File: src/rtl/rehit_pkg.sv
// ----------------------------------------------------------------------------
// rehit_pkg
// Shared constants and types for the ray edge farthest hit block.
// ----------------------------------------------------------------------------
package rehit_pkg;

  localparam int COORD_BITS_DEF = 24;
  localparam int DIR_BITS       = 16;
  localparam int P_BITS         = DIR_BITS + 2;   // probe extent, dir * 4
  localparam int QDEPTH         = 2;
  localparam int DIST_BITS      = 52;
  localparam int CFG_IDX_BITS   = 8;

  // configuration register indexes
  localparam logic [CFG_IDX_BITS-1:0] REG_ORIGIN_X = CFG_IDX_BITS'(0);
  localparam logic [CFG_IDX_BITS-1:0] REG_ORIGIN_Z = CFG_IDX_BITS'(1);
  localparam logic [CFG_IDX_BITS-1:0] REG_DIR_X    = CFG_IDX_BITS'(2);
  localparam logic [CFG_IDX_BITS-1:0] REG_DIR_Z    = CFG_IDX_BITS'(3);

  // queue status seen by both sides
  typedef struct packed {
    logic full;
    logic empty;
  } q_status_t;

endpackage

File: src/rtl/rehit_ifs.sv


interface rehit_hit_if #(parameter int COORD_BITS = 24);
  logic                         valid;
  logic                         ready;
  logic                         hit_found;
  logic signed [COORD_BITS-1:0] hit_x;
  logic signed [COORD_BITS-1:0] hit_z;
  modport source (output valid, hit_found, hit_x, hit_z, input ready);
  modport sink   (input valid, hit_found, hit_x, hit_z, output ready);
endinterface

File: src/rtl/rehit_back.sv
// ----------------------------------------------------------------------------
// rehit_back
// Evaluates queued candidates: serial scaled division for the hit offset,
// squared distance, farthest-hit update and result emission.
// ----------------------------------------------------------------------------
module rehit_back #(
  parameter int COORD_BITS = 24
) (
  input  logic                          clk,
  input  logic                          rst,
  input  rehit_pkg::q_status_t          qs,
  input  logic [2*(2*COORD_BITS+3)+1:0] pop_data,
  output logic                          pop,
  input  logic signed [COORD_BITS-1:0]  origin_x,
  input  logic signed [COORD_BITS-1:0]  origin_z,
  input  logic signed [rehit_pkg::DIR_BITS-1:0] dir_x,
  input  logic signed [rehit_pkg::DIR_BITS-1:0] dir_z,
  rehit_hit_if.source                   hit_out
);
  import rehit_pkg::*;

  localparam int DW  = 2 * COORD_BITS + 3;
  localparam int RW  = DW + 1;
  localparam int OW  = P_BITS + 1;
  localparam int SQW = 2 * P_BITS;
  localparam int SW  = ((COORD_BITS > OW) ? COORD_BITS : OW) + 1;
  localparam int CNTW = $clog2(P_BITS);
  localparam logic signed [SW-1:0] CMAX = SW'((64'sd1 <<< (COORD_BITS - 1)) - 1);
  localparam logic signed [SW-1:0] CMIN = SW'(-(64'sd1 <<< (COORD_BITS - 1)));

  typedef enum logic [2:0] {IDLE, DIV, SQR, UPD, EMIT} state_t;
  state_t state;

  logic                 e_ok, e_last;
  logic signed [DW-1:0] e_num, e_under;

  logic                     last;
  logic [DW-1:0]            n_mag, d_mag;
  logic [CNTW-1:0]          cnt;
  logic [RW-1:0]            rx, rz;
  logic [P_BITS-1:0]        qx, qz;
  logic [P_BITS-1:0]        pmx, pmz;
  logic signed [P_BITS-1:0] px, pz;
  logic                     neg_nd;
  logic [SQW-1:0]           sqx, sqz;
  logic signed [COORD_BITS-1:0] hx, hz;
  logic [DIST_BITS-1:0]     best_distance;
  logic signed [COORD_BITS-1:0] best_x, best_z;
  logic                     any_hit;
  logic                     ov;

  logic [RW+P_BITS-1:0]     stx, stz;
  logic signed [OW-1:0]     offx, offz;
  logic signed [SW-1:0]     sumx, sumz;
  logic [SQW:0]             sq_sum;

  // one step of the scaled divide: shift, reduce, add numerator on set bit
  function automatic logic [RW+P_BITS-1:0] div_step(
    input logic [RW-1:0] r, input logic [P_BITS-1:0] q, input logic b,
    input logic [DW-1:0] n, input logic [DW-1:0] d);
    logic [RW-1:0] r1, r2;
    logic          c1, c2;
    r1 = {r[RW-2:0], 1'b0};
    c1 = (r1 >= RW'(d));
    if (c1) r1 = r1 - RW'(d);
    r2 = b ? r1 + RW'(n) : r1;
    c2 = (r2 >= RW'(d));
    if (c2) r2 = r2 - RW'(d);
    return {r2, P_BITS'({q[P_BITS-2:0], 1'b0} + P_BITS'(c1) + P_BITS'(c2))};
  endfunction

  function automatic logic signed [COORD_BITS-1:0] sat(input logic signed [SW-1:0] v);
    if (v > CMAX) return COORD_BITS'(CMAX);
    if (v < CMIN) return COORD_BITS'(CMIN);
    return COORD_BITS'(v);
  endfunction

  assign {e_ok, e_last, e_num, e_under} = pop_data;
  assign pop = (state == IDLE) && !qs.empty;

  always_comb begin
    px     = {dir_x, 2'b00};
    pz     = {dir_z, 2'b00};
    stx    = div_step(rx, qx, pmx[cnt], n_mag, d_mag);
    stz    = div_step(rz, qz, pmz[cnt], n_mag, d_mag);
    offx   = (neg_nd ^ px[P_BITS-1]) ? -OW'(qx) : OW'(qx);
    offz   = (neg_nd ^ pz[P_BITS-1]) ? -OW'(qz) : OW'(qz);
    sumx   = SW'(origin_x) + SW'(offx);
    sumz   = SW'(origin_z) + SW'(offz);
    sq_sum = (SQW + 1)'(sqx) + (SQW + 1)'(sqz);
  end

  assign hit_out.valid = ov;

  // sequencer: hold state, datapath and result registers
  always_ff @(posedge clk) begin
    if (rst) begin
      state         <= IDLE;
      ov            <= 1'b0;
      best_distance <= '0;
      best_x        <= '0;
      best_z        <= '0;
      any_hit       <= 1'b0;
    end else begin
      // raise valid on a new result, drop it once the beat is taken
      if ((state == EMIT) && (!ov || hit_out.ready)) begin
        ov <= 1'b1;
      end else if (hit_out.ready) begin
        ov <= 1'b0;
      end
      unique case (state)
        IDLE: begin
          if (!qs.empty) begin
            last   <= e_last;
            n_mag  <= e_num[DW-1] ? DW'(-e_num) : DW'(e_num);
            d_mag  <= e_under[DW-1] ? DW'(-e_under) : DW'(e_under);
            neg_nd <= e_num[DW-1] ^ e_under[DW-1];
            pmx    <= px[P_BITS-1] ? P_BITS'(-px) : P_BITS'(px);
            pmz    <= pz[P_BITS-1] ? P_BITS'(-pz) : P_BITS'(pz);
            rx     <= '0;
            rz     <= '0;
            qx     <= '0;
            qz     <= '0;
            cnt    <= CNTW'(P_BITS - 1);
            if (e_ok) begin
              state <= DIV;
            end else if (e_last) begin
              state <= EMIT;
            end
          end
        end
        DIV: begin
          {rx, qx} <= stx;
          {rz, qz} <= stz;
          cnt      <= cnt - 1'b1;
          if (cnt == '0) begin
            state <= SQR;
          end
        end
        SQR: begin
          sqx   <= qx * qx;
          sqz   <= qz * qz;
          hx    <= sat(sumx);
          hz    <= sat(sumz);
          state <= UPD;
        end
        UPD: begin
          if (best_distance < DIST_BITS'(sq_sum)) begin
            best_distance <= DIST_BITS'(sq_sum);
            best_x        <= hx;
            best_z        <= hz;
            any_hit       <= 1'b1;
          end
          state <= last ? EMIT : IDLE;
        end
        EMIT: begin
          if (!ov || hit_out.ready) begin
            hit_out.hit_found <= any_hit;
            hit_out.hit_x     <= best_x;
            hit_out.hit_z     <= best_z;
            best_distance     <= '0;
            best_x            <= '0;
            best_z            <= '0;
            any_hit           <= 1'b0;
            state             <= IDLE;
          end
        end
        default: state <= IDLE;
      endcase
    end
  end

endmodule

File: src/flat_wrapper.sv
// flat-port wrapper written by rule: the top's interface ports become plain ports
module rehit_back_flat import rehit_pkg::*;
#(
  parameter int COORD_BITS = 24
)
  (clk, rst, qs, pop_data, pop, origin_x, origin_z, dir_x, dir_z, hit_out_valid, hit_out_hit_found, hit_out_hit_x, hit_out_hit_z, hit_out_ready);
  rehit_hit_if #(.COORD_BITS(COORD_BITS)) hit_out_i ();
  input  logic clk;
  input  logic rst;
  input  rehit_pkg::q_status_t qs;
  input  logic [2*(2*COORD_BITS+3)+1:0] pop_data;
  output logic pop;
  input  logic signed [COORD_BITS-1:0] origin_x;
  input  logic signed [COORD_BITS-1:0] origin_z;
  input  logic signed [rehit_pkg::DIR_BITS-1:0] dir_x;
  input  logic signed [rehit_pkg::DIR_BITS-1:0] dir_z;
  output wire logic [$bits(hit_out_i.valid)-1:0] hit_out_valid;
  output wire logic [$bits(hit_out_i.hit_found)-1:0] hit_out_hit_found;
  output wire logic [$bits(hit_out_i.hit_x)-1:0] hit_out_hit_x;
  output wire logic [$bits(hit_out_i.hit_z)-1:0] hit_out_hit_z;
  input wire logic [$bits(hit_out_i.ready)-1:0] hit_out_ready;
  assign hit_out_valid = hit_out_i.valid;
  assign hit_out_hit_found = hit_out_i.hit_found;
  assign hit_out_hit_x = hit_out_i.hit_x;
  assign hit_out_hit_z = hit_out_i.hit_z;
  assign hit_out_i.ready = hit_out_ready;
  rehit_back #(.COORD_BITS(COORD_BITS)) u_core (.clk(clk), .rst(rst), .qs(qs), .pop_data(pop_data), .pop(pop), .origin_x(origin_x), .origin_z(origin_z), .dir_x(dir_x), .dir_z(dir_z), .hit_out(hit_out_i));
endmodule
File: config.mk
export PLATFORM = sky130hd
export DESIGN_NAME = rehit_back_flat
export DESIGN_NICKNAME = d
export VERILOG_FILES = /design/src/rtl/rehit_pkg.sv /design/src/rtl/rehit_ifs.sv /design/src/rtl/rehit_back.sv /design/src/flat_wrapper.sv
export SDC_FILE = /design/constraint.sdc
export NUM_CORES = 2
export LEC_CHECK = 0
export BUFFER_PORTS_ARGS = -buffer_cell sky130_fd_sc_hd__buf_2
export CORE_UTILIZATION = 60
export DETAILED_ROUTE_END_ITERATION = 7
export GPL_ROUTABILITY_DRIVEN = 0
export HOLD_SLACK_MARGIN = 0.03
export PLACE_DENSITY = 0.78
export SETUP_SLACK_MARGIN = 0.02
export SLEW_MARGIN = 10
export SYNTH_ARGS = -nofsm -noshare
export SYNTH_HDL_FRONTEND = slang
export SYNTH_SLANG_ARGS = --single-unit
File: constraint.sdc
create_clock -name clk -period 32.3 [get_ports clk]
set_input_delay 1.615 -clock clk [delete_from_list [all_inputs] [get_ports clk]]
set_output_delay 1.615 -clock clk [all_outputs]
set_load 0.005 [all_outputs]
==> run metrics <==
top cells by count, synth inv_1, ha_1, a21oi_1; failing checks DRC; Max Transition Viols Final 0; R2R Path End u_core.qz[15]$_SDFFCE_PP0P_; Finished Cell Area 0.0687 mm^2; DRC 20; Slowest-stage cell, CP a211oi_1; Starting Density 60.7%; setup bufs post-CTS 0; H-tree depth 3; met2 usage between 50% and 60%; crit end category flip-flop; CP Max Fanout 57; Synth async-reset ratio 0%; die area 0.108 mm^2; CTS tree built; Gate power share 77.4%; area grow syn2layout 7.20%; Setup WS pre-CTS 20.25 ns; fin crit period 12.63 ns; Fill cells 8486; Pwr Total between 8 and 9 mW; Switch Pwr 4.19 mW; antenna violations before repair 12; main area contributors after synthesis edfxtp_1, fa_1, ha_1; critical path arrival ~13 ns; largest net degree at the start of global routing 144; register area share after synthesis about a quarter; Critical Path RT 32.67 ns; Synth cell types roughly 90; top cell type's share of synthesized area between 20% and 30%; post-cts sizing count 0; busiest grt layer met2; highest clock rate 79.2 MHz; maximum vdd drop 0.000209 V; Syn Nets 8498; WL/cell ~21 um; hold buffer count at cts 0; initial DRC count 4800; global-route wire length before repair 284000 um; cell taking the most area after synthesis edfxtp_1; Multi-input gate area 0.0452 mm^2; total of max-cap violations 0; number of synthesized flops with an enable pin roughly 450; standard-cell rows between 100 and 150; Max stage delay on crit path 0.86 ns; R2R Path Start u_core.d_mag[17]$_DFFE_PP_; clk root buf clkbuf_16; clk_skew 0.0260 ns; clock share of power under 10%; core area 0.106 mm^2; Switching Fraction a little under 50%; Die Span X 329 um; Leak about 31 nW; Vias roughly 54000; io pins 240; post-synthesis cell count 7198; Slew HR 6.53%; r2r setup slk 19.67 ns; syn avg cell area a little under 9 um^2; Final Hold Fails 0; DP HPWL 142000 um; input/output buffers 238; total grt overflow 0; Die H ~330 um; Worst-Skew Late Latency 0.65 ns; Netlist Area Pre-Place between 0.06 and 0.07 mm^2; Final setup viols 0; GR Layer Usage met3 around 5.5%; Routed WL 182000 um; vias per inst around 6.2; predominant post-synthesis flop cell edfxtp_1; CTS buffer count 67; dominant cell by count in the synthesized netlist inv_1; Tightest Pin Transition approximately 1.4 ns; CTS clk-pin slew, worst paths 0.06 ns; sequential cell area 0.0152 mm^2; pwr dens between 100 and 150 mW/mm^2; status finished, violations left; Worst setup SP type flip-flop; fin util 65.1%; Ys Warns 0; number of global-route vias before repair around 54000; Clock Sinks 536; gr usage total 33.3%; P_int 4.34 mW; clk buf depth 3; fin worst setup slack 19.67 ns; M1 GR Usage 40.9%; Setup TNS 0 ns; R2R depth 40; CP Class flip-flop to flip-flop; Sequential Power Share about 14%; Crit path top cell by count nor2_1; Period Utilization, post-route between 30% and 40%; share of layout cells above drive strength 1 7.72%; First-pass DRT Iterations 8; Hold Path Class flip-flop to flip-flop; Hold EP u_core.hit_out.hit_x[13]$_DFFE_PP_; Nets ~8600; RSZ-0062 raised after global routing no; Final ANT Viol Nets 0; worst hold start u_core.best_x[13]$_SDFFE_PP0P_; Hold Path Depth 0; DP Area ~0.066 mm^2; Seq cells post-synth 536
## metal layers
| layer | wire length (um) | share of wire (%) | vias up |
|---|---|---|---|
| met5 | 55 | 0.030 | - |
| met4 | 11600 | 6.4 | 8 |
| met3 | 14700 | 8.1 | 576 |
| met2 | 85500 | 47 | 2347 |
| met1 | 70200 | 39 | 26100 |
| li1 | - | - | 25400 |
## logic make-up after synthesis
logic type / synth area share (%)
XOR/XNOR: 8.15
AND/OR/NAND/NOR: 14.8
adder cells (fa/ha/maj): 26.9
buffers and inverters: 5.92
flip-flops: 23.7
multiplexers: 3.01
AO/OA/AOI/OAI: 17.4
## worst max-delay path, delay by kind of cell (launching register included)
kind	cells	cell delay, ns
buf+inv	4	1.48
fa+ha+maj	4	1.54
simple gates	20	4.93
xor+xnor	2	0.31
mux	1	0.29
flops	1	0.41
compound gates	9	3.36
## layout by cell type (no fill, tap or decap), types with 69 or more instances in the layout
cell type  Yosys  routed
buf_2          7     237
mux2i_1       87      85
nand3_1      173     172
and2_1       138     138
a31oi_1       80      80
nand2b_1      71      71
o21bai_1      79      79
a21o_1       227     227
ha_1         664     664
nand4_1       75      75
xor2_1       193     193
o21ai_0      336     336
xnor2_1      403     403
nor2_1       510     509
nor3_1        79      78
edfxtp_1     446     446
fa_1         447     447
inv_1        724     723
mux2_2        82      81
clkbuf_16      0      69
a21oi_1      630     630
nand2_1      628     627
dfxtp_1       90      90
## flip-flops by register name, indices dropped and copies added (netlist names)
register and cells:
u_core.any_hit 1, u_core.best_distance 37, u_core.best_x 24, u_core.best_z 24, u_core.cnt 5, u_core.d_mag 51
u_core.hit_out.hit_found 1, u_core.hit_out.hit_x 24, u_core.hit_out.hit_z 24, u_core.hit_out.valid 1, u_core.hx 24, u_core.hz 24
u_core.last 1, u_core.n_mag 51, u_core.neg_nd 1, u_core.pmx 16, u_core.pmz 16, u_core.qx 18
u_core.qz 18, u_core.rx 51, u_core.rz 51, u_core.sqx 35, u_core.sqz 35, u_core.state 3
## area by class of cell
cell class	instances	area share [%]
multi-input cells	5654	65.8
flip-flops and latches	536	22.1
inverters	733	4.01
clock buffers	79	2.60
well taps	1391	2.53
repair buffers	284	2.26
clock inverters	43	0.614
diodes	11	0.0401
## power by group through the flow
stage | Sequential [mW] | Clock [mW] | Combinational, mW
2_1_floorplan | 1.15 | 0 | 5.07
3_3_place_gp | 1.17 | 0 | 6.29
4_1_cts | 1.15 | 0.776 | 6.54
3_5_place_dp | 1.17 | 0 | 6.47
5_1_grt | 1.16 | 0.801 | 7.36
6_report | 1.16 | 0.771 | 6.60
## how the worst max path moves through the flow
stage,start,end,cells past startpoint
2_1_floorplan,rst,u_core.cnt[0]$_SDFFCE_PP1P_,1
3_3_place_gp,u_core.d_mag[17]$_DFFE_PP_,u_core.qz[15]$_SDFFCE_PP0P_,42
3_5_place_dp,u_core.d_mag[17]$_DFFE_PP_,u_core.qz[15]$_SDFFCE_PP0P_,40
4_1_cts,u_core.d_mag[17]$_DFFE_PP_,u_core.qz[15]$_SDFFCE_PP0P_,42
5_1_grt,u_core.d_mag[17]$_DFFE_PP_,u_core.qz[15]$_SDFFCE_PP0P_,41
6_report,u_core.d_mag[17]$_DFFE_PP_,u_core.qz[15]$_SDFFCE_PP0P_,40
## per-stage QoR
stage	instances	hold WS [ns]
2_1_floorplan	7198	0.408
4_1_cts	8720	0.410
6_report	8731	0.414
5_1_grt	8724	0.422
3_3_place_gp	8598	0.412
3_5_place_dp	8598	0.414
Power figures use the tool's default switching activity.
