<file path="src/rtl/rehit_pkg.sv">
// ----------------------------------------------------------------------------
// rehit_pkg
// Shared constants and types for the ray edge farthest hit block.
// ----------------------------------------------------------------------------
package rehit_pkg;

  localparam int COORD_BITS_DEF = 24;
  localparam int DIR_BITS       = 16;
  localparam int P_BITS         = DIR_BITS + 2;   // probe extent, dir * 4
  localparam int QDEPTH         = 2;
  localparam int DIST_BITS      = 52;
  localparam int CFG_IDX_BITS   = 8;

  // configuration register indexes
  localparam logic [CFG_IDX_BITS-1:0] REG_ORIGIN_X = CFG_IDX_BITS'(0);
  localparam logic [CFG_IDX_BITS-1:0] REG_ORIGIN_Z = CFG_IDX_BITS'(1);
  localparam logic [CFG_IDX_BITS-1:0] REG_DIR_X    = CFG_IDX_BITS'(2);
  localparam logic [CFG_IDX_BITS-1:0] REG_DIR_Z    = CFG_IDX_BITS'(3);

  // queue status seen by both sides
  typedef struct packed {
    logic full;
    logic empty;
  } q_status_t;

endpackage

</file>
<file path="src/rtl/rehit_queue.sv">
// ----------------------------------------------------------------------------
// rehit_queue
// Short queue that decouples edge classification from hit evaluation.
// ----------------------------------------------------------------------------
module rehit_queue #(
  parameter int WIDTH = 8
) (
  input  logic             clk,
  input  logic             rst,
  input  logic             push,
  input  logic [WIDTH-1:0] push_data,
  input  logic             pop,
  output logic [WIDTH-1:0] pop_data,
  output rehit_pkg::q_status_t qs
);
  import rehit_pkg::*;

  localparam int AW = (QDEPTH > 1) ? $clog2(QDEPTH) : 1;
  localparam int CW = $clog2(QDEPTH + 1);

  logic [WIDTH-1:0] mem [QDEPTH];
  logic [AW-1:0]    wr_ptr, rd_ptr;
  logic [CW-1:0]    count;

  assign qs.full   = (count == CW'(QDEPTH));
  assign qs.empty  = (count == '0);
  assign pop_data  = mem[rd_ptr];

  // store beat
  always_ff @(posedge clk) begin
    if (push) begin
      mem[wr_ptr] <= push_data;
    end
  end

  // advance pointers and count
  always_ff @(posedge clk) begin
    if (rst) begin
      wr_ptr <= '0;
      rd_ptr <= '0;
      count  <= '0;
    end else begin
      if (push) begin
        wr_ptr <= (wr_ptr == AW'(QDEPTH - 1)) ? '0 : wr_ptr + 1'b1;
      end
      if (pop) begin
        rd_ptr <= (rd_ptr == AW'(QDEPTH - 1)) ? '0 : rd_ptr + 1'b1;
      end
      if (push && !pop) begin
        count <= count + 1'b1;
      end else if (pop && !push) begin
        count <= count - 1'b1;
      end
    end
  end

endmodule

</file>
<file path="config.mk">
export PLATFORM = sky130hd
export DESIGN_NAME = rehit_queue
export DESIGN_NICKNAME = d
export VERILOG_FILES = /design/src/rtl/rehit_pkg.sv /design/src/rtl/rehit_queue.sv
export SDC_FILE = /design/constraint.sdc
export NUM_CORES = 1
export LEC_CHECK = 0
export ABC_CLOCK_PERIOD_IN_PS = 1100
export BUFFER_PORTS_ARGS = -buffer_cell sky130_fd_sc_hd__clkbuf_2
export CAP_MARGIN = 10
export CORE_MARGIN = 2
export CORE_UTILIZATION = 44
export DETAILED_ROUTE_END_ITERATION = 10
export GPL_TIMING_DRIVEN = 0
export PLACE_DENSITY = 0.71
export SLEW_MARGIN = 20
export SYNTH_ARGS = -nofsm -noshare
export SYNTH_HDL_FRONTEND = slang
export SYNTH_SLANG_ARGS = --single-unit
</file>
<file path="constraint.sdc">
create_clock -name clk -period 1.1 [get_ports clk]
set_input_delay 0.22 -clock clk [delete_from_list [all_inputs] [get_ports clk]]
set_output_delay 0.22 -clock clk [all_outputs]
set_load 0.01 [all_outputs]
</file>
==> impl_metrics.ini, run 1 <==
[drt]
drc_errors = 0
ant_nets = 0
drtIter0Drc = 6
post_drt_wl_per_cell_um = 12.1
wirelength_um = 1190
viasPerCell = 4.50
drtPass1Iterations = 2
vias = 441

[critical_path]
crit_type = register to output pin
r2r-end = count[1]
cp.required_ns = 0.88
regToRegSetupSlack_ns = 0.01
cp.arrival_ns = 1.20
regToRegStartpoint = count[0]
r2r_cells = 4
critPathCaptureType = output pin
worst-path-max-fanout = 8
startpoint_type = register

[synth]
synth-seq-area-share_pct = 74.1
synth_xor_area_share_pct = 4.47
syn_nets = 60
synth.most_common_cell = edfxtp_1
synthSimpleGateAreaFrac_pct = 5.91
yosys.area.top_type = edfxtp_1
synth_edf_count = 16
yosys_most_used_dff = edfxtp_1
synthArstFlopShare_pct = 0
synthAdderAreaFrac_pct = 1.60
synth_compound_area_share_pct = 1.28
synth-seq-cells = 21
syn_area_um2 = 783
synth_top_area_share_pct = 61.3
yosys-top-cells-count = edfxtp_1 (16), mux2_2 (8), dfxtp_1 (5), nor2_1 (5)
avgSynthCellArea_um2 = 16.7
yosys-mux-area-fraction_pct = 11.5
synthCells = 47
yosys-top-cells-area = edfxtp_1 (61%), dfxtp_1 (13%), mux2_2 (12%)
synth_cell_types = 15
synth_top_family_by_area = multiplexers
yosysWarnings = 0

[timing]
skew_ns = 0.00378
maxSlewViolCount = 0
fin_hold_ws_ns = 0.118
tns_ns = -2.61
worst_slew_pin_slew_ns = 0.444
layout_setup_ws_ns = -0.324
rsz0062_at_grt = true
setup_viol = 9
slew_headroom_pct = 70.3
finalHoldViolCount = 0
fmax_mhz = 702
period_share_pct = 129
period_minus_slack_ns = 1.42

[min_path]
hp-start = push_data[2]
hp-class = input port to register
worstHoldEndpoint = mem[1][2]
holdPathStages = 1

[cells_and_area]
multiInputGateArea_um2 = 231
final-seq-area_um2 = 584
area_growth_pct = 35.9
drive_above_1_share_pct = 56.2
fill_cells = 131
final_cells = 98
fin_nets = 87
antenna_cells = 0

[power]
p_leak_nw = 0.439
power_density_mw_per_mm2 = 1510
power_mw = 1.61
ir_worst_vdd_uv = 1000

[place]
dpl.hpwl_um = 731
post-place-ws_ns = -0.217
port_buffers = 21
placed_cells = 93
gp_congestion = 0.616

[floorplan]
die_y_um = 46.2
die_area_mm2 = 0.00213
start_util_pct = 45.9
io-pin-count = 22
core_mm2 = 0.00171
chipWidth_um = 46.2
row_count = 15

[global_routing]
antenna_found_initial = 0
grt_max_degree = 12
grt_util_all_layers_pct = 11.6
grt_pass1_wl_um = 1640
grt_pass1_vias = 401
overflow = 0

[cts]
clk_pin_slew_ns = 0.10
clock_sinks = 21
htreeDepth = 1
clock-root-buffer = clkbuf_4
clock_latency_ns = 0.28
tritoncts = built
cts_hold_buf = 0
clockBufferDepth = 2
cts-buffers-inserted = 3

[status]
violations = negative setup slack
outcome = finished with violations

[run]
cap_violations = 0
==> critical path, stage by stage (launching register included) <==
cell and delay, ns:
dfxtp_2 0.34, buf_8 0.14, mux2_4 0.32, buf_6 0.12
==> stage by stage <==
step | util [%] | cell area, um^2
after detailed placement | 53.8 | 920
after CTS | 58.5 | 1000
final | 62.3 | 1060
after global routing | 62.3 | 1060
after floorplan | - | 783
after global placement | 53.8 | 920
==> flip-flops by register name, indices dropped and copies added, names as in the netlist, named ones only <==
| name | count |
|---|---|
| count | 2 |
| rd_ptr | 1 |
| mem | 16 |
| wr_ptr | 1 |
==> kinds of logic after synthesis <==
| logic type | after synthesis |
|---|---|
| buffers and inverters | 2 |
| AO/OA/AOI/OAI | 2 |
| XOR/XNOR | 4 |
| adder cells (fa/ha/maj) | 1 |
| AND/OR/NAND/NOR | 9 |
| flip-flops | 21 |
| multiplexers | 8 |
==> where the power goes <==
part	leakage, nW	internal [mW]	switching [mW]
combinational	0.231	0.192	0.129
sequential	0.193	0.919	0.0270
clock	0.0150	0.141	0.198
==> worst max-delay path by stage <==
| stage | start | to | slack (ns) | cells after the start |
|---|---|---|---|---|
| global route | register | pop_data[7] | -0.37 | 3 |
| CTS | register | pop_data[7] | -0.33 | 3 |
| global placement | push | mem[0][2] | -0.23 | 2 |
| detailed placement | push | mem[0][4] | -0.22 | 2 |
| floorplan | wr_ptr | mem[0][0] | 0.01 | 1 |
| finish | register | pop_data[7] | -0.32 | 3 |
==> layer usage <==
layer / vias up / GRT usage, % / share of wire, %
met3: 2 / 4.71 / 6.2
met2: 13 / 18.6 / 55
li1: 223 / - / -
met4: 0 / 6.86 / 0.84
met5: - / 0 / 0
met1: 203 / 12.8 / 38
==> what timing repair did <==
item / CTS / global route
setup buffers: 1 / 0
setup endpoints to repair: 17 / 11
gates cloned: 0 / 0
endpoints found under the hold margin: 0 / 0
resized for setup: 15 / 22
pin swaps: 1 / 1
==> final cells by class <==
type / count / area share (%)
Buffer: 1 / 1.41
Inverter: 1 / 0.353
Multi-Input combinational cell: 24 / 21.7
Timing Repair Buffer: 22 / 16.2
Sequential cell: 21 / 54.9
Tap cell: 25 / 2.94
Clock buffer: 4 / 2.47
==> cell usage in the layout (no fill, tap or decap) <==
cell / Yosys / routed
nor2b_2: 0 / 1
a21oi_2: 0 / 1
and2_2: 0 / 1
clkbuf_2: 0 / 11
dfxtp_1: 5 / 2
nor2_1: 5 / 5
clkbuf_1: 0 / 1
inv_1: 1 / 1
clkbuf_4: 0 / 3
mux2_4: 0 / 8
buf_2: 1 / 1
edfxtp_1: 16 / 16
xor2_1: 2 / 2
buf_6: 0 / 10
xnor2_1: 2 / 2
dfxtp_2: 0 / 3
ha_1: 1 / 1
o21ai_0: 1 / 1
and2b_2: 1 / 1
or3_1: 1 / 1
buf_8: 0 / 1
(Power assumes the default switching activity.)
==> run 2, diff against run 1 <==
--- a/config.mk
+++ b/config.mk
@@ -6,7 +6,7 @@
 export NUM_CORES = 1
 export LEC_CHECK = 0
 export ABC_CLOCK_PERIOD_IN_PS = 1100
-export BUFFER_PORTS_ARGS = -buffer_cell sky130_fd_sc_hd__clkbuf_2
+export BUFFER_PORTS_ARGS = -buffer_cell sky130_fd_sc_hd__buf_4
 export CAP_MARGIN = 10
 export CORE_MARGIN = 2
 export CORE_UTILIZATION = 44
==> impl_metrics.ini, run 2 (same netlist as run 1, synthesis figures left out) <==
[cts]
clk_pin_slew_ns = 0.10
cts-buffers-inserted = 3
tritoncts = built
clock_latency_ns = 0.29
htreeDepth = 1
clock_sinks = 21
cts_hold_buf = 0
clockBufferDepth = 2
clock-root-buffer = clkbuf_4

[critical_path]
crit_type = register to output pin
cp.required_ns = 0.88
cp.arrival_ns = 1.20
critPathCaptureType = output pin
worst-path-max-fanout = 8
startpoint_type = register
regToRegSetupSlack_ns = -0.01

[timing]
slew_headroom_pct = 83.3
layout_setup_ws_ns = -0.324
fmax_mhz = 702
period_minus_slack_ns = 1.42
fin_hold_ws_ns = 0.102
setup_viol = 11
skew_ns = 0.00245
worst_slew_pin_slew_ns = 0.250
rsz0062_at_grt = true
maxSlewViolCount = 0
finalHoldViolCount = 0
period_share_pct = 129
tns_ns = -2.70

[drt]
drtPass1Iterations = 3
ant_nets = 0
drc_errors = 0
viasPerCell = 4.63
wirelength_um = 1180
drtIter0Drc = 5
vias = 458
post_drt_wl_per_cell_um = 11.9

[global_routing]
grt_max_degree = 12
overflow = 0
antenna_found_initial = 0
grt_util_all_layers_pct = 12.5
grt_pass1_vias = 429
grt_pass1_wl_um = 1770

[place]
port_buffers = 21
placed_cells = 93
dpl.hpwl_um = 814
gp_congestion = 0.599
placed_area_um2 = 972
post-place-ws_ns = -0.201

[floorplan]
row_count = 15
die_area_mm2 = 0.00213
io-pin-count = 22
start_util_pct = 45.9
die_y_um = 46.2
core_mm2 = 0.00171
chipWidth_um = 46.2

[cells_and_area]
layout.cells.most_common = edfxtp_1
fill_cells = 137
reg_top3 = mem: 16 flops, count: 2 flops
final_cell_mix = edfxtp_1 (16), buf_4 (12), buf_6 (11)
area_growth_pct = 42.8
largest_register_ffs = 16
drive_above_1_share_pct = 58.1
final_util_pct = 65.5
design_area_mm2 = 0.00112
antenna_cells = 0
regMostFlops = mem
fin_nets = 88
final_cells = 99

[power]
power_mw = 1.66
p_leak_nw = 0.460
power_density_mw_per_mm2 = 1480
p_clk_share_pct = 20.7
p_sw_share_pct = 22.3
seq_power_share_pct = 57.2
ir_worst_vdd_uv = 1080
p_switching_uw = 370
p_comb_share_pct = 22.0
p_int_mw = 1.29

[min_path]
hp-class = input port to register

[run]
cap_violations = 0

[status]
violations = negative setup slack
outcome = finished with violations
==> run 2: metal layers <==
metal | part of all wire, % | routed length [um] | up-vias | GRT usage (%)
li1 | - | - | 223 | -
met1 | 38 | 451 | 220 | 13.4
met2 | 55 | 647 | 13 | 21.4
met3 | 5.5 | 65 | 2 | 3.14
met4 | 1.2 | 14 | 0 | 8.57
met5 | 0 | 0 | - | 0
==> run 2: what timing repair did <==
| action | 4_1_cts | 5_1_grt |
|---|---|---|
| endpoints found under the setup margin | 26 | 19 |
| setup buffers | 2 | 0 |
| gates cloned | 0 | 0 |
| pin swaps | 2 | 1 |
| gates resized for setup | 26 | 5 |
==> run 2: area by class of cell <==
cell class	count	area [um^2]	share of cell area [%]
Sequential cell	21	584	52.2
Multi-Input combinational cell	24	244	21.8
Timing Repair Buffer	23	214	19.1
Tap cell	25	31.3	2.80
Clock buffer	4	26.3	2.35
Buffer	1	15.0	1.34
Inverter	1	3.75	0.336
==> run 2: worst max-delay path, cell delays in order, from the launching register on <==
cell and delay (ns):
dfxtp_2 0.35, buf_8 0.14, mux2_4 0.31, buf_6 0.12
==> run 2: worst paths after layout <==
kind            endpoint  startpoint  depth (start not counted)
max reg2reg     count[1]    count[0]                          4
min             count[1]         rst                          2
max          pop_data[7]    register                          3
min reg2reg     count[1]    count[1]                          2
==> run 2: power by group through the flow <==
stage	combinational (mW)	sequential [mW]	clock (mW)
floorplan	0.140	0.951	0
global placement	0.256	0.954	0
detailed placement	0.261	0.958	0
CTS	0.350	0.943	0.355
global route	0.393	0.955	0.381
finish	0.365	0.948	0.343
==> run 3, diff against run 2 <==
--- a/config.mk
+++ b/config.mk
@@ -12,7 +12,7 @@
 export CORE_UTILIZATION = 44
 export DETAILED_ROUTE_END_ITERATION = 10
 export GPL_TIMING_DRIVEN = 0
-export PLACE_DENSITY = 0.71
+export PLACE_DENSITY = 0.81
 export SLEW_MARGIN = 20
 export SYNTH_ARGS = -nofsm -noshare
 export SYNTH_HDL_FRONTEND = slang
==> impl_metrics.ini, run 3 (same netlist as run 1, synthesis figures left out) <==
[status]
outcome = finished with violations
violations = negative setup slack

[drt]
viasPerCell = 4.62
ant_nets = 0
vias = 457
wirelength_um = 1230
drtIter0Drc = 5
drtPass1Iterations = 3
post_drt_wl_per_cell_um = 12.5
drc_errors = 0

[timing]
layout_setup_ws_ns = -0.345
period_share_pct = 131
maxSlewViolCount = 0
setup_viol = 10
finalHoldViolCount = 0
fmax_mhz = 692
skew_ns = 0.00606
period_minus_slack_ns = 1.44
slew_headroom_pct = 82.6
rsz0062_at_grt = true
worst_slew_pin_slew_ns = 0.260

[floorplan]
core_mm2 = 0.00171
row_count = 15
start_util_pct = 45.9
die_area_mm2 = 0.00213
chipWidth_um = 46.2
io-pin-count = 22
die_y_um = 46.2

[cells_and_area]
regMostFlops = mem
largest_register_ffs = 16
final_cells = 99
antenna_cells = 0
final-seq-area_um2 = 584
fin_nets = 88
drive_above_1_share_pct = 58.1
area_growth_pct = 42.5
layout.cells.most_common = edfxtp_1
fill_cells = 130
final_cell_mix = edfxtp_1 (16), buf_4 (12), buf_6 (11)
reg_top3 = mem: 16 flops, count: 2 flops
multiInputGateArea_um2 = 240

[global_routing]
use_met1_pct = 15.9
grt_max_degree = 13
grtUsageMet2_pct = 21.9
overflow = 0
met3_usage_pct = 3.92
busiest_layer = met2
antenna_found_initial = 0
grt_pass1_vias = 448
grt_util_all_layers_pct = 13.2
grt_pass1_wl_um = 1890

[cts]
cts-buffers-inserted = 3
clock-root-buffer = clkbuf_4
cts_hold_buf = 0
clk_pin_slew_ns = 0.12
htreeDepth = 1
clock_latency_ns = 0.29
clockBufferDepth = 2
clock_sinks = 21
tritoncts = built

[place]
gp_congestion = 0.604
port_buffers = 21
placed_cells = 93
dpl.hpwl_um = 861

[critical_path]
crit_type = register to output pin
max_stage_delay_ns = 0.35
cp.arrival_ns = 1.22
slowest_stage = dfxtp_2
startpoint_type = register
cp.required_ns = 0.88
path_cells = buf_8 -> mux2_4 -> buf_6
r2r_cells = 4
worst-path-max-fanout = 8
critPathCaptureType = output pin

[run]
cap_violations = 0

[power]
power_density_mw_per_mm2 = 1500
power_mw = 1.67
p_leak_nw = 0.463
ir_worst_vdd_uv = 843

[min_path]
holdPathStages = 2
hp-class = input port to register
[run 3: changes by cell type in the layout (fill, tap and decap cells not counted), sizes merged]
cell,delta
clkbuf,-1
clkinv,+1
[run 3: path summary, 6_finish.rpt]
path,startpoint,endpoint,slack [ns]
max,register,pop_data[6],-0.34
min,rst,register,0.1
max reg2reg,count[0],count[1],0
min reg2reg,count[1],count[1],0.52
[run 3: power breakdown]
part	leakage [nW]	total [mW]	internal (mW)	switching, mW
Sequential	0.193	0.947	0.919	0.0284
Clock	0.0177	0.358	0.135	0.223
Combinational	0.253	0.364	0.225	0.138
Total	0.463	1.67	1.28	0.390
[run 3: cell type report]
| cell class | instances | share of cell area [%] |
|---|---|---|
| tap | 25 | 2.80 |
| multi-input combinational | 24 | 21.5 |
| sequential | 21 | 52.4 |
| clock inverter | 1 | 0.448 |
| clock buffer | 3 | 2.02 |
| buffer | 1 | 1.35 |
| inverter | 1 | 0.336 |
| timing repair buffer | 23 | 19.2 |
[run 3: per-layer routing]
| metal | vias to the layer above | part of all wire (%) |
|---|---|---|
| met2 | 14 | 53 |
| li1 | 220 | - |
| met1 | 221 | 42 |
| met5 | - | 0 |
| met3 | 2 | 4.9 |
| met4 | 0 | 0.49 |
[run 3: repair_timing]
action | CTS | global route
resized for setup | 26 | 4
setup endpoints to repair | 22 | 19
pin swaps | 2 | 1
buffers inserted | 2 | 0
[run 3: stage by stage]
step	cell area (um^2)	hold WS, ns	setup WS (ns)	utilization (%)	TNS, ns
after global routing	1120	0.0778	-0.395	65.3	-3.39
after detailed placement	972	0.409	-0.223	56.9	-2.78
after CTS	1100	0.0995	-0.341	64.5	-2.84
final	1120	0.0965	-0.345	65.3	-2.83
after floorplan	783	0.289	0.0123	-	0
after global placement	972	0.406	-0.184	56.9	-2.41
[run 3: worst max-delay path: cells and delay by family, from the launching register on]
family / cells / cell delay, ns
mux: 1 / 0.32
flops: 1 / 0.35
buf+inv: 2 / 0.26
